$ cat config.mk
export PLATFORM = sky130hd
export DESIGN_NAME = fit_policy_block_allocator
export DESIGN_NICKNAME = d
export VERILOG_FILES = /design/src/rtl/fpba_pkg.sv /design/src/rtl/fpba_ram.sv /design/src/rtl/fpba_ctrl.sv /design/src/rtl/fpba_dp.sv /design/src/rtl/fit_policy_block_allocator.sv
export SDC_FILE = /design/constraint.sdc
export NUM_CORES = 1
export LEC_CHECK = 0
export CORE_ASPECT_RATIO = 1.25
export CORE_MARGIN = 2
export CORE_UTILIZATION = 55
export CTS_CLUSTER_DIAMETER = 100
export DETAILED_ROUTE_END_ITERATION = 8
export DONT_BUFFER_PORTS = 1
export GPL_TIMING_DRIVEN = 0
export MAX_ROUTING_LAYER = met4
export PLACE_DENSITY_LB_ADDON = 0.2
export SYNTH_ARGS = -nofsm -noshare
export SYNTH_HDL_FRONTEND = slang
export SYNTH_SLANG_ARGS = --single-unit
$ cat constraint.sdc
create_clock -name clock -period 10.75 [get_ports clock]
set_input_delay 1.6125 -clock clock [delete_from_list [all_inputs] [get_ports clock]]
set_output_delay 1.6125 -clock clock [all_outputs]
set_load 0.005 [all_outputs]
$ cat src/rtl/fpba_pkg.sv
// ----------------------------------------------------------------------------
// fpba_pkg: shared types and constants of the fit-policy block allocator
// Holds word formats, mode/policy/register codes and default sizes.
// ----------------------------------------------------------------------------
package fpba_pkg;

   // default table geometry
   localparam int BLOCKS_DEFAULT    = 16;
   localparam int SIZE_BITS_DEFAULT = 16;

   // configuration port geometry and register indexes
   localparam int CSR_INDEX_W = 1;
   localparam int CSR_DATA_W  = 5;
   localparam logic [CSR_INDEX_W-1:0] CSR_POLICY      = 1'b0;
   localparam logic [CSR_INDEX_W-1:0] CSR_BLOCK_COUNT = 1'b1;

   // register reset values
   localparam logic [1:0] POLICY_RESET      = 2'd0;
   localparam logic [4:0] BLOCK_COUNT_RESET = 5'd16;

   // item modes
   localparam logic [1:0] MODE_LOAD    = 2'd0;
   localparam logic [1:0] MODE_ALLOC   = 2'd1;
   localparam logic [1:0] MODE_RESTORE = 2'd2;

   // fit policies
   localparam logic [1:0] POL_FIRST = 2'd0;
   localparam logic [1:0] POL_BEST  = 2'd1;
   localparam logic [1:0] POL_WORST = 2'd2;
   localparam logic [1:0] POL_NEXT  = 2'd3;

   // saturation bound of the untouched total
   localparam logic [19:0] TOTAL_MAX = 20'hFFFFF;

   typedef struct packed {
      logic [1:0]  mode;
      logic [3:0]  block_index;
      logic [15:0] size_value;
   } req_word_type;

   typedef struct packed {
      logic        granted;
      logic [3:0]  chosen_block;
      logic [15:0] leftover;
      logic [19:0] untouched_total;
   } rsp_word_type;

   // controller to datapath commands
   typedef struct packed {
      logic capture;
      logic restart;
      logic load_wr;
      logic sweep;
      logic scan;
      logic update;
      logic total;
      logic report;
   } fpba_cmd_type;

   // datapath to controller status
   typedef struct packed {
      logic sweep_done;
      logic scan_done;
   } fpba_status_type;

endpackage

$ cat src/rtl/fpba_ram.sv
// ----------------------------------------------------------------------------
// fpba_ram: generic single-write, single-read RAM
// One write port and one read port with registered read data.
// ----------------------------------------------------------------------------
module fpba_ram #(
   parameter int WIDTH = 32,
   parameter int DEPTH = 16,
   localparam int ADDR_W = $clog2(DEPTH)
) (
   input  logic              clock,
   input  logic              wr_en,
   input  logic [ADDR_W-1:0] wr_addr,
   input  logic [WIDTH-1:0]  wr_data,
   input  logic [ADDR_W-1:0] rd_addr,
   output logic [WIDTH-1:0]  rd_data
);

   logic [WIDTH-1:0] mem_ff [DEPTH];
   logic [WIDTH-1:0] rd_data_ff;

   // write and registered read
   always_ff @(posedge clock) begin
      if (wr_en) begin
         mem_ff[wr_addr] <= wr_data;
      end
      rd_data_ff <= mem_ff[rd_addr];
   end

   assign rd_data = rd_data_ff;

endmodule

$ cat src/rtl/fpba_ctrl.sv
// ----------------------------------------------------------------------------
// fpba_ctrl: sequencer of the fit-policy block allocator
// Steps each item through load or restore sweep as its mode needs, then scan, update, total and report.
// ----------------------------------------------------------------------------
module fpba_ctrl import fpba_pkg::*; (
   input  logic            clock,
   input  logic            reset,
   input  logic            start,
   input  logic [1:0]      req_mode,
   input  fpba_status_type status,
   output fpba_cmd_type    cmd,
   output logic            busy
);

   typedef enum logic [6:0] {
      ST_IDLE   = 7'b0000001,
      ST_LOAD   = 7'b0000010,
      ST_SWEEP  = 7'b0000100,
      ST_SCAN   = 7'b0001000,
      ST_UPDATE = 7'b0010000,
      ST_TOTAL  = 7'b0100000,
      ST_REPORT = 7'b1000000
   } state_type;

   state_type state_ff;
   state_type state_in;

   // next state and commands
   always_comb begin
      state_in = state_ff;
      cmd      = '0;
      case (state_ff)
         ST_IDLE: begin
            if (start) begin
               cmd.capture = 1'b1;
               cmd.restart = 1'b1;
               case (req_mode)
                  MODE_LOAD:    state_in = ST_LOAD;
                  MODE_RESTORE: state_in = ST_SWEEP;
                  default:      state_in = ST_SCAN;
               endcase
            end
         end
         ST_LOAD: begin
            cmd.load_wr = 1'b1;
            cmd.restart = 1'b1;
            state_in    = ST_SCAN;
         end
         ST_SWEEP: begin
            cmd.sweep = 1'b1;
            if (status.sweep_done) begin
               cmd.restart = 1'b1;
               state_in    = ST_SCAN;
            end
         end
         ST_SCAN: begin
            cmd.scan = 1'b1;
            if (status.scan_done) begin
               state_in = ST_UPDATE;
            end
         end
         ST_UPDATE: begin
            cmd.update = 1'b1;
            state_in   = ST_TOTAL;
         end
         ST_TOTAL: begin
            cmd.total = 1'b1;
            state_in  = ST_REPORT;
         end
         ST_REPORT: begin
            cmd.report = 1'b1;
            state_in   = ST_IDLE;
         end
         default: begin
            state_in = ST_IDLE;
         end
      endcase
   end

   // state register
   always_ff @(posedge clock) begin
      if (reset) begin
         state_ff <= ST_IDLE;
      end else begin
         state_ff <= state_in;
      end
   end

   assign busy = (state_ff != ST_IDLE);

endmodule

$ cat src/rtl/fpba_dp.sv
// ----------------------------------------------------------------------------
// fpba_dp: datapath of the fit-policy block allocator
// Block table RAM, scan pipeline, fit selection, untouched sum and result.
// ----------------------------------------------------------------------------
module fpba_dp import fpba_pkg::*; #(
   parameter int BLOCKS    = BLOCKS_DEFAULT,
   parameter int SIZE_BITS = SIZE_BITS_DEFAULT,
   localparam int IDX_W = $clog2(BLOCKS),
   localparam int CNT_W = IDX_W + 1
) (
   input  logic             clock,
   input  logic             reset,
   input  fpba_cmd_type     cmd,
   output fpba_status_type  status,
   input  req_word_type     req_word,
   input  logic [1:0]       policy,
   input  logic [CNT_W-1:0] blocks_used,
   output logic             rsp_strobe,
   output rsp_word_type     rsp_word
);

   localparam int SUM_W  = SIZE_BITS + CNT_W;
   localparam int WORD_W = 2 * SIZE_BITS;

   // captured item
   logic [1:0]           mode_ff;
   logic [3:0]           idx_ff;
   logic [SIZE_BITS-1:0] size_ff;
   logic [SIZE_BITS+15:0] size_ext;

   // table state
   logic [BLOCKS-1:0] valid_ff;
   logic [IDX_W-1:0]  np_ff;

   // scan pipeline
   logic [CNT_W-1:0] rd_cnt_ff;
   logic [IDX_W-1:0] addr_ff;
   logic             p1_vld_ff;
   logic [IDX_W-1:0] p1_addr_ff;
   logic             ent_vld_ff;
   logic [SUM_W-1:0] sum_ff;

   // pick
   logic                 found_ff;
   logic [IDX_W-1:0]     pick_idx_ff;
   logic [SIZE_BITS-1:0] pick_rem_ff;
   logic [SIZE_BITS-1:0] pick_orig_ff;
   logic [SIZE_BITS-1:0] new_rem_ff;
   logic [SUM_W-1:0]     base_ff;
   logic [SUM_W-1:0]     total_ff;

   logic         rsp_strobe_ff;
   rsp_word_type rsp_ff;

   // RAM ports
   logic              wr_en;
   logic [IDX_W-1:0]  wr_addr;
   logic [WORD_W-1:0] wr_data;
   logic [IDX_W-1:0]  rd_addr;
   logic [WORD_W-1:0] rd_data;

   // helpers
   logic                 sweep_issue;
   logic                 scan_issue;
   logic                 scan_take;
   logic [IDX_W-1:0]     start_addr;
   logic [CNT_W-1:0]     addr_inc;
   logic [IDX_W-1:0]     addr_next;
   logic [SIZE_BITS-1:0] ent_orig;
   logic [SIZE_BITS-1:0] ent_rem;
   logic                 fits;
   logic                 better;
   logic [IDX_W+4:0]     load_ext;
   logic                 load_ok;
   logic [SUM_W-1:0]     before_p;
   logic [SUM_W-1:0]     after_p;
   logic [IDX_W+3:0]     pick_ext;
   logic [SIZE_BITS+15:0] left_ext;
   logic [SUM_W+19:0]    tot_ext;

   fpba_ram #(
      .WIDTH (WORD_W),
      .DEPTH (BLOCKS)
   ) u_table (
      .clock   (clock),
      .wr_en   (wr_en),
      .wr_addr (wr_addr),
      .wr_data (wr_data),
      .rd_addr (rd_addr),
      .rd_data (rd_data)
   );

   // capture item fields, request size cut to table width
   assign size_ext = {{SIZE_BITS{1'b0}}, req_word.size_value};

   always_ff @(posedge clock) begin
      if (cmd.capture) begin
         mode_ff <= req_word.mode;
         idx_ff  <= req_word.block_index;
         size_ff <= size_ext[SIZE_BITS-1:0];
      end
   end

   // read address: counter during the sweep, wrapping address during a scan
   assign sweep_issue = cmd.sweep && (rd_cnt_ff != CNT_W'(BLOCKS));
   assign scan_issue  = cmd.scan && (rd_cnt_ff != blocks_used);
   assign rd_addr     = cmd.sweep ? rd_cnt_ff[IDX_W-1:0] : addr_ff;

   assign start_addr = ((policy == POL_NEXT) && ({1'b0, np_ff} < blocks_used)) ? np_ff : '0;
   assign addr_inc   = {1'b0, addr_ff} + CNT_W'(1);
   assign addr_next  = (addr_inc == blocks_used) ? '0 : addr_inc[IDX_W-1:0];

   // advance read counter and pipeline tag
   always_ff @(posedge clock) begin
      if (reset) begin
         rd_cnt_ff <= '0;
         p1_vld_ff <= 1'b0;
      end else if (cmd.restart) begin
         rd_cnt_ff <= '0;
         p1_vld_ff <= 1'b0;
      end else begin
         p1_vld_ff <= sweep_issue || scan_issue;
         if (sweep_issue || scan_issue) begin
            rd_cnt_ff <= rd_cnt_ff + CNT_W'(1);
         end
      end
   end

   always_ff @(posedge clock) begin
      p1_addr_ff <= rd_addr;
      ent_vld_ff <= valid_ff[rd_addr];
      if (cmd.restart) begin
         addr_ff <= start_addr;
      end else if (scan_issue) begin
         addr_ff <= addr_next;
      end
   end

   // entries never written read as zero
   assign ent_orig = ent_vld_ff ? rd_data[WORD_W-1:SIZE_BITS] : '0;
   assign ent_rem  = ent_vld_ff ? rd_data[SIZE_BITS-1:0] : '0;

   // fit selection
   assign scan_take = cmd.scan && p1_vld_ff;
   assign fits      = (mode_ff == MODE_ALLOC) && (ent_rem >= size_ff);
   assign better    = !found_ff
                      || ((policy == POL_BEST) && (ent_rem < pick_rem_ff))
                      || ((policy == POL_WORST) && (ent_rem > pick_rem_ff));

   always_ff @(posedge clock) begin
      if (reset) begin
         found_ff <= 1'b0;
      end else if (cmd.restart) begin
         found_ff <= 1'b0;
      end else if (scan_take && fits && better) begin
         found_ff <= 1'b1;
      end
   end

   always_ff @(posedge clock) begin
      if (scan_take && fits && better) begin
         pick_idx_ff  <= p1_addr_ff;
         pick_rem_ff  <= ent_rem;
         pick_orig_ff <= ent_orig;
      end
   end

   // accumulate untouched sum over the blocks in use
   always_ff @(posedge clock) begin
      if (cmd.restart) begin
         sum_ff <= '0;
      end else if (scan_take && (ent_rem == ent_orig)) begin
         sum_ff <= sum_ff + {{CNT_W{1'b0}}, ent_rem};
      end
   end

   // table writes: load, restore copy, shrink of the chosen block
   assign load_ext = {{(IDX_W+1){1'b0}}, idx_ff};
   assign load_ok  = load_ext < (IDX_W+5)'(BLOCKS);

   always_comb begin
      wr_en   = 1'b0;
      wr_addr = p1_addr_ff;
      wr_data = {ent_orig, ent_orig};
      if (cmd.load_wr) begin
         wr_en   = load_ok;
         wr_addr = load_ext[IDX_W-1:0];
         wr_data = {size_ff, size_ff};
      end else if (cmd.sweep) begin
         wr_en = p1_vld_ff;
      end else if (cmd.update) begin
         wr_en   = found_ff;
         wr_addr = pick_idx_ff;
         wr_data = {pick_orig_ff, pick_rem_ff - size_ff};
      end
   end

   always_ff @(posedge clock) begin
      if (reset) begin
         valid_ff <= '0;
      end else if (wr_en) begin
         valid_ff[wr_addr] <= 1'b1;
      end
   end

   // next-fit pointer: clear on restore, follow next-fit grants
   always_ff @(posedge clock) begin
      if (reset) begin
         np_ff <= '0;
      end else if (cmd.sweep) begin
         np_ff <= '0;
      end else if (cmd.update && found_ff && (policy == POL_NEXT)) begin
         np_ff <= pick_idx_ff;
      end
   end

   // correct the scanned sum for the shrunk block
   assign before_p = (found_ff && (pick_rem_ff == pick_orig_ff))
                     ? {{CNT_W{1'b0}}, pick_rem_ff} : '0;
   assign after_p  = (found_ff && (new_rem_ff == pick_orig_ff))
                     ? {{CNT_W{1'b0}}, new_rem_ff} : '0;

   always_ff @(posedge clock) begin
      if (cmd.update) begin
         new_rem_ff <= pick_rem_ff - size_ff;
         base_ff    <= sum_ff - before_p;
      end
      if (cmd.total) begin
         total_ff <= base_ff + after_p;
      end
   end

   // result word
   assign pick_ext = {4'b0, pick_idx_ff};
   assign left_ext = {16'b0, new_rem_ff};
   assign tot_ext  = {20'b0, total_ff};

   always_ff @(posedge clock) begin
      if (cmd.report) begin
         rsp_ff.granted         <= found_ff;
         rsp_ff.chosen_block    <= found_ff ? pick_ext[3:0] : 4'd0;
         rsp_ff.leftover        <= found_ff ? left_ext[15:0] : 16'd0;
         rsp_ff.untouched_total <= (tot_ext > (SUM_W+20)'(TOTAL_MAX))
                                   ? TOTAL_MAX : tot_ext[19:0];
      end
   end

   always_ff @(posedge clock) begin
      if (reset) begin
         rsp_strobe_ff <= 1'b0;
      end else begin
         rsp_strobe_ff <= cmd.report;
      end
   end

   assign status.sweep_done = (rd_cnt_ff == CNT_W'(BLOCKS)) && !p1_vld_ff;
   assign status.scan_done  = (rd_cnt_ff == blocks_used) && !p1_vld_ff;
   assign rsp_strobe        = rsp_strobe_ff;
   assign rsp_word          = rsp_ff;

`ifndef SYNTHESIS
   a_cnt_bound: assert property (@(posedge clock) disable iff (reset)
      rd_cnt_ff <= CNT_W'(BLOCKS))
      else $error("read counter ran past the table");
   a_scan_range: assert property (@(posedge clock) disable iff (reset)
      (cmd.scan && p1_vld_ff) |-> ({1'b0, p1_addr_ff} < blocks_used))
      else $error("scan read a block outside those in use");
   a_pick_fits: assert property (@(posedge clock) disable iff (reset)
      (cmd.update && found_ff) |-> (pick_rem_ff >= size_ff))
      else $error("chosen block is smaller than the request");
   a_one_word: assert property (@(posedge clock) disable iff (reset)
      rsp_strobe_ff |=> !rsp_strobe_ff)
      else $error("result strobe held for more than one cycle");
`endif

endmodule

$ cat src/rtl/fit_policy_block_allocator.sv
// ----------------------------------------------------------------------------
// fit_policy_block_allocator: block table served by a configurable fit policy
// Loads block sizes, restores them, and allocates by first, best, worst or
// next fit; reports grant, block, leftover and the untouched total.
//
//   channel  | handshake             | payload
//   ---------+-----------------------+---------------------------------------
//   request  | start, busy           | req_word (mode, block_index, size)
//   response | rsp_strobe            | rsp_word (granted, block, leftover,
//            |                       |           untouched_total)
//   config   | csr_wr_en, csr_index  | csr_wdata
//
// A word is taken when start is high and busy is low.
// Allocate and mode-three words pass through the scan, update, total and
// report states to the strobe, with one table read per cycle through the scan
// over the m blocks in use. A load word passes through a load state first; a
// restore adds a copy sweep of all BLOCKS entries through the same RAM port.
// Reset is synchronous; the table reads as zero after reset without a sweep.
// The response is a one-cycle strobe; the receiver cannot stall.
// ----------------------------------------------------------------------------
module fit_policy_block_allocator import fpba_pkg::*; #(
   parameter int BLOCKS    = BLOCKS_DEFAULT,
   parameter int SIZE_BITS = SIZE_BITS_DEFAULT
) (
   input  logic                   clock,
   input  logic                   reset,
   input  logic                   start,
   output logic                   busy,
   input  req_word_type           req_word,
   output logic                   rsp_strobe,
   output rsp_word_type           rsp_word,
   input  logic                   csr_wr_en,
   input  logic [CSR_INDEX_W-1:0] csr_index,
   input  logic [CSR_DATA_W-1:0]  csr_wdata
);

   localparam int IDX_W = $clog2(BLOCKS);
   localparam int CNT_W = IDX_W + 1;

   logic [1:0]       policy_ff;
   logic [4:0]       block_count_ff;
   logic [CNT_W+4:0] bc_ext;
   logic [CNT_W-1:0] blocks_used;

   fpba_cmd_type    cmd;
   fpba_status_type status;

   // configuration registers
   always_ff @(posedge clock) begin
      if (reset) begin
         policy_ff      <= POLICY_RESET;
         block_count_ff <= BLOCK_COUNT_RESET;
      end else if (csr_wr_en) begin
         case (csr_index)
            CSR_POLICY:      policy_ff      <= csr_wdata[1:0];
            CSR_BLOCK_COUNT: block_count_ff <= csr_wdata[4:0];
            default: begin
            end
         endcase
      end
   end

   // clamp block count to one through BLOCKS
   assign bc_ext = {{CNT_W{1'b0}}, block_count_ff};

   always_comb begin
      if (block_count_ff == 5'd0) begin
         blocks_used = CNT_W'(1);
      end else if (bc_ext > (CNT_W+5)'(BLOCKS)) begin
         blocks_used = CNT_W'(BLOCKS);
      end else begin
         blocks_used = bc_ext[CNT_W-1:0];
      end
   end

   fpba_ctrl u_ctrl (
      .clock    (clock),
      .reset    (reset),
      .start    (start),
      .req_mode (req_word.mode),
      .status   (status),
      .cmd      (cmd),
      .busy     (busy)
   );

   fpba_dp #(
      .BLOCKS    (BLOCKS),
      .SIZE_BITS (SIZE_BITS)
   ) u_dp (
      .clock       (clock),
      .reset       (reset),
      .cmd         (cmd),
      .status      (status),
      .req_word    (req_word),
      .policy      (policy_ff),
      .blocks_used (blocks_used),
      .rsp_strobe  (rsp_strobe),
      .rsp_word    (rsp_word)
   );

endmodule

# Word-level counts from Yosys, hierarchy flattened
# Memory sizes are Yosys's and may differ from the RTL's. A register that Yosys moved wholly into a read port is not among the register bits.
# Cells that the tools add are included.
dict set report op_classes {
  addsub 6
  n_mul 0
  div 0
  order_cmp 10
  n_eq_ne 24
  shifts 0
  mux 41
  bitwise_logic 2
  n_reduce_logical 30
}
# operator n
set ops {}
lappend ops {{$mux 32} 3}
lappend ops {{$mux 16} 4}
lappend ops {{$eq 16x16->1} 3}
lappend ops {{$pmux 7 s6} 1}
lappend ops {{$mux 4} 8}
lappend ops {{$add 21x16->21} 1}
lappend ops {{$add 21x21->21} 1}
lappend ops {{$gt 21x20->1 const B} 1}
lappend ops {{$mux 7} 3}
lappend ops {{$sub 21x21->21} 1}
lappend ops {{$logic_and 1x1->1} 17}
lappend ops {{$ge 16x16->1} 1}
lappend ops {{$gt 16x16->1} 1}
lappend ops {{$lt 16x16->1} 1}
lappend ops {{$or 16x16->16} 1}
lappend ops {{$sub 16x16->16} 1}
lappend ops {{$lt 4x5->1 const B} 3}
lappend ops {{$mux 1} 15}
lappend ops {{$eq 5x5->1} 2}
lappend ops {{$mux 5} 2}
lappend ops {{$pmux 4 s2} 1}
lappend ops {{$eq 7x1->1 const B} 1}
lappend ops {{$eq 7x2->1 const B} 1}
lappend ops {{$eq 7x3->1 const B} 1}
lappend ops {{29 further kinds} 39}
dict set report word_totals {
  register_bits 229
  latchBits 0
  ram_bits 512
  mem_bits_ro 0
  input_bits 32
  output_inout_bits 43
  elab_cells 140
  n_memories 1
}
# name words width read_ports rd_clocked_by_memory_dff wr line
set mem_list {}
lappend mem_list {u_dp.u_table.mem_ff 16 32 1 1 1 fpba_ram.sv:18} ;# logic [WIDTH-1:0] mem_ff [DEPTH];

# Depth between registers and ports, before layout
dict set report depth {
  word_depth 10
  ltp_mapped 17
  mapped_depth_nobuf 17
}

# Cells and area by module
# From an unflattened synthesis, not the netlist that was laid out.
dict set report unflattened {
  cells_unflattened 2184
  hier_area_um2 33513.4
}
# mod n_inst cells_each area_each_um2 seq_area_each_um2
set by_module_without_submodules {}
lappend by_module_without_submodules {fpba_ram 1 838 19835.3 16015.4}
lappend by_module_without_submodules {fpba_dp 1 1254 12856.1 5915.7}
lappend by_module_without_submodules {fpba_ctrl 1 58 494.2 140.1}
lappend by_module_without_submodules {fit_policy_block_allocator 1 34 327.8 140.1}

# Worst setup path after synthesis
# OpenSTA, ideal clock, no wires.
dict set report synth_timing {
  path_type {register to register}
  startpoint {register u_ctrl.state_ff[1]}
  endpoint {register u_dp.rsp_ff (netlist bit u_dp.rsp_word[0]), enable pin}
  setup_time_ns 0.500
  arrival_time_ns 3.762
  t_required_ns 10.250
  setup_slack_ns 6.487
  stages_incl_launch_ff 4
  path_buffers 0
  period_less_slack_ns 4.263
  cell_sequence {dfxtp_1 -> nor3_1 -> nand2_1 -> nor3b_1}
}
# element line
set synth_lines {}
lappend synth_lines {{start: declaration} fpba_ctrl.sv:25} ;# state_type state_ff;
lappend synth_lines {{start signal: assignment} fpba_ctrl.sv:85} ;# state_ff <= state_in;
lappend synth_lines {{end: declaration} fpba_dp.sv:53} ;# rsp_word_type rsp_ff;

# Final worst setup path
dict set report layout_timing {
  startpoint {register u_dp.new_rem_ff[2]}
  endpoint {register u_dp.total_ff[18], data pin}
}
dict set report layout_via {
  elab_chain_len 4
}
# element line
set layout_lines {}
lappend layout_lines {{start: declaration} fpba_dp.sv:48} ;# logic [SIZE_BITS-1:0] new_rem_ff;
lappend layout_lines {{start signal: assignment} fpba_dp.sv:225} ;# new_rem_ff <= pick_rem_ff - size_ff;
lappend layout_lines {{$eq 16x16->1} fpba_dp.sv:220} ;# assign after_p = (found_ff && (new_rem_ff == pick_orig_ff))
lappend layout_lines {{$logic_and 1x1->1} fpba_dp.sv:220}
lappend layout_lines {{$mux 16 (*)} fpba_dp.sv:221} ;# ? {{CNT_W{1'b0}}, new_rem_ff} : '0;
lappend layout_lines {{$add 21x21->21 (*)} fpba_dp.sv:229} ;# total_ff <= base_ff + after_p;
lappend layout_lines {{end signal: assignment} fpba_dp.sv:229}
lappend layout_lines {{end: declaration} fpba_dp.sv:50} ;# logic [SUM_W-1:0] total_ff;
# Mark *: on every way between the ends. The rest lies on a longest branch, timed or not.
# A chain may end at the register's enable or synchronous reset.

==> flow_summary.toml <==
[synthesis]
synth_mux_area_frac = 0.0524
synthTopCellsByArea = "edfxtp_1 (60%), dfxtp_1 (6.0%), mux4_2 (4.4%), nand2_1 (4.1%), ha_1 (3.8%)"
yosys.area.top_type = "edfxtp_1"
postSynthAreaPerCell_sq_um = 13.4
syn_area_sq_um = 33600
synthDistinctLibCells = 74
ys.warnings.count = 0
synth_seq_area_share = 0.661
syn-num-nets = 2639
synth-adder-area-share = 0.0400
async_reset_ff_frac = 0
synth_edf_count = 673
synth_simple_gate_area_frac = 0.117
synth_ff_type = "edfxtp_1"
synth_top_area_frac = 0.601
synth.ff_latch_count = 773
synth_xor_area_frac = 0.0310
synth_compound_area_frac = 0.0773
synth_top_family_by_area = "simple AND/OR/NAND/NOR gates"
syn-instance-count = 2502

[detailed_routing]
dr_total_vias = 21200
drt-initial-drc-count = 1933
first_pass_iters = 5
drt-total-wl_mm = 88.4
post-route-drc-count = 0
antenna_left = 0
routedWlPerCell_microns = 25.7
via_per_inst = 6.17

[die]
initial_core_util = 0.554
core_area_sq_um = 60700
die-area_sq_um = 63100
die_x_microns = 225
ios = 75
dieHeight_microns = 280
fp-row-count = 101

[power]
internal_power_mw = 5.33
combPwrFrac = 0.141
ir_drop_v = 0.000141
p_total_mw = 7.25
clkPwrFrac = 0.378
seqPwrFrac = 0.481
p_leak_nw = 13.5
p_switching_mw = 1.92
power_density_nw_per_um2 = 192
p_sw_frac = 0.264

[setup_path]
setup.worst_path.end_class = "flop"
path_max_fanout = 10
reg2reg_to = "u_dp.total_ff[18]$_DFFE_PP_"
r2r-start = "u_dp.new_rem_ff[2]$_DFFE_PP_"
cp.arrival_ns = 5.52
startpoint_type = "flop"
rr_worst_depth = 16
worstSetupPathType = "flop to flop"
rrSetupSlack_ns = 5.60
critPathRequiredTime_ns = 11.12

[cells_and_area]
diodes = 0
final_cell_area_sq_um = 37800
nets = 2745
finish.utilization = 0.623
drive_gt1_frac = 0.121
final_cells = 3440
area_growth_pct = 12.4

[timing]
rsz0062_at_grt = "false"
clock.fmax_ghz = 0.194
slew_headroom = -0.0388
slew_viol_final = 17
clock-skew-final_ns = 0.0254
final.min_clock_period_ns = 5.15
worstMarginPinSlew_ns = 1.56
setup_viol = 0
hold_viol = 0
setup_slack_ns = 5.60
hold_slack_ns = 0.435
min_period_over_period = 0.479
tns_ns = 0

[clock_tree]
clk_pin_slew_ns = 0.06
root_buffer = "clkbuf_16"
postCtsSetupBuffers = 0
cts.hold.buffers_added = 0
cts.sinks = 773
cts-resized-gates = 0
htree_levels = 3
cts-buffers-inserted = 77
clockBufferDepth = 3
cts_tree = "done"
clock_latency_ns = 0.63

[global_routing]
grt_max_degree = 34
grt_pass1_wl_mm = 131
grt_use_total = 0.292
grt.overflow.total = 0
grt_pass1_vias = 21500
antenna_found_initial = 0

[min_path]
hold_depth = 0
min_to = "u_dp.pick_idx_ff[2]$_DFFE_PP_"
hold_start = "u_dp.p1_addr_ff[2]$_DFF_P_"
hold_path_class = "flop to flop"

[run_status]
violations = "capacitance limit, slew limit"
status = "complete, but fails checks"

[placed_design]
place_area_sq_um = 35200
place_congestion = 0.937
place.detailed.hpwl_mm = 64.9
port_buffers = 0
pre_cts_slack_ns = 5.56
place_inst = 3301

[job]
drv_cap = 1
-- registers in the layout, summed over array words and instances (netlist names), 16 cells and up --
name                  count
u_dp.pick_rem_ff         16
u_dp.total_ff            21
u_dp.valid_ff            16
u_dp.rsp_word            41
u_dp.size_ff             16
u_dp.pick_orig_ff        16
u_dp.u_table.mem_ff     512
u_dp.sum_ff              21
u_dp.new_rem_ff          16
u_dp.u_table.rd_data     32
u_dp.base_ff             21
-- placed cells by master, fill, tap and decap left out, drive strengths merged, types with 25 or more instances in the layout --
cell type / count
ha: 101
clkbuf: 165
buf: 71
o21ai: 81
edfxtp: 673
mux2i: 25
nor3: 32
xnor2: 70
and2: 74
nand3: 87
mux4: 66
nand2: 366
and3: 42
xor2: 49
inv: 72
a22oi: 36
a311oi: 35
a21oi: 98
dfxtp: 100
nor2: 125
a31oi: 44
-- power groups by stage --
stage / sequential, mW / clock (mW) / combinational (mW)
after floorplan: 3.50 / 0 / 0.638
after CTS: 3.49 / 2.77 / 1.02
final: 3.49 / 2.74 / 1.02
after global placement: 3.55 / 0 / 0.970
after global routing: 3.49 / 2.88 / 1.09
after detailed placement: 3.55 / 0 / 1.01
-- how the worst max path moves through the flow --
stage,to,start,slack (ns),depth (start not counted)
finish,u_dp.total_ff[18]$_DFFE_PP_,u_dp.new_rem_ff[2]$_DFFE_PP_,5.60,16
global route,u_dp.total_ff[18]$_DFFE_PP_,u_dp.new_rem_ff[0]$_DFFE_PP_,5.20,17
CTS,u_dp.total_ff[18]$_DFFE_PP_,u_dp.new_rem_ff[0]$_DFFE_PP_,5.54,17
detailed placement,u_dp.total_ff[18]$_DFFE_PP_,u_dp.new_rem_ff[0]$_DFFE_PP_,5.56,17
global placement,u_dp.base_ff[19]$_DFFE_PP_,u_dp.pick_orig_ff[10]$_DFFE_PP_,4.91,16
floorplan,u_dp.rsp_word[0]$_SDFFCE_PN1P_,u_ctrl.state_ff[1]$_SDFFE_PP0P_,6.49,3
-- synthesized netlist by cell type, types with 36 or more instances --
cell type,instances
o21ai_0,46
nand3_1,87
mux4_2,66
clkbuf_1,64
nand2_1,366
inv_1,68
and2_1,73
a22oi_1,36
edfxtp_1,673
a31oi_1,44
and3_1,42
a21oi_1,98
nor2_1,125
xor2_1,49
xnor2_1,70
ha_1,101
dfxtp_1,100
-- logic make-up after synthesis --
kind of cell               count (synthesis)
and+or+nand+nor                          837
DFF                                      773
AOI/OAI and AO/OA                        397
buffers and inverters                    179
xor gates and xnor gates                 119
adders and majority gates                105
muxes                                     92
-- metal layers --
layer	global-route usage	wire length [microns]	share of wire	up-vias
met4	0.177	5830	0.066	0
met1	0.323	32300	0.37	10600
met2	0.503	45500	0.51	827
li1	-	-	-	9554
met3	0.0363	4800	0.054	256
met5	-	0	0	-
-- area by class of cell --
cell class | instances | area (sq um)
Clock inverter | 38 | 448
Buffer | 108 | 463
Multi-Input combinational cell | 1550 | 10900
Fill cell | 4451 | 22900
Timing Repair Buffer | 27 | 459
Tap cell | 772 | 966
Sequential cell | 773 | 22200
Clock buffer | 101 | 2110
Inverter | 71 | 268
-- worst max-delay path, cell delays in order (launching register included) --
cell and delay, ns:
edfxtp_1 0.47, xnor2_1 0.40, nand4_1 0.22, nor4_1 1.00
clkbuf_1 0.44, and2_1 0.19, ha_1 0.19, fa_1 0.23
a21o_1 0.14, a21oi_1 0.11, o21ai_0 0.34, a31oi_1 0.24
o21ai_0 0.34, a21o_1 0.17, a21o_1 0.17, nand3_1 0.11
xnor2_1 0.13
No activity file was read; power rests on OpenSTA's default activity.
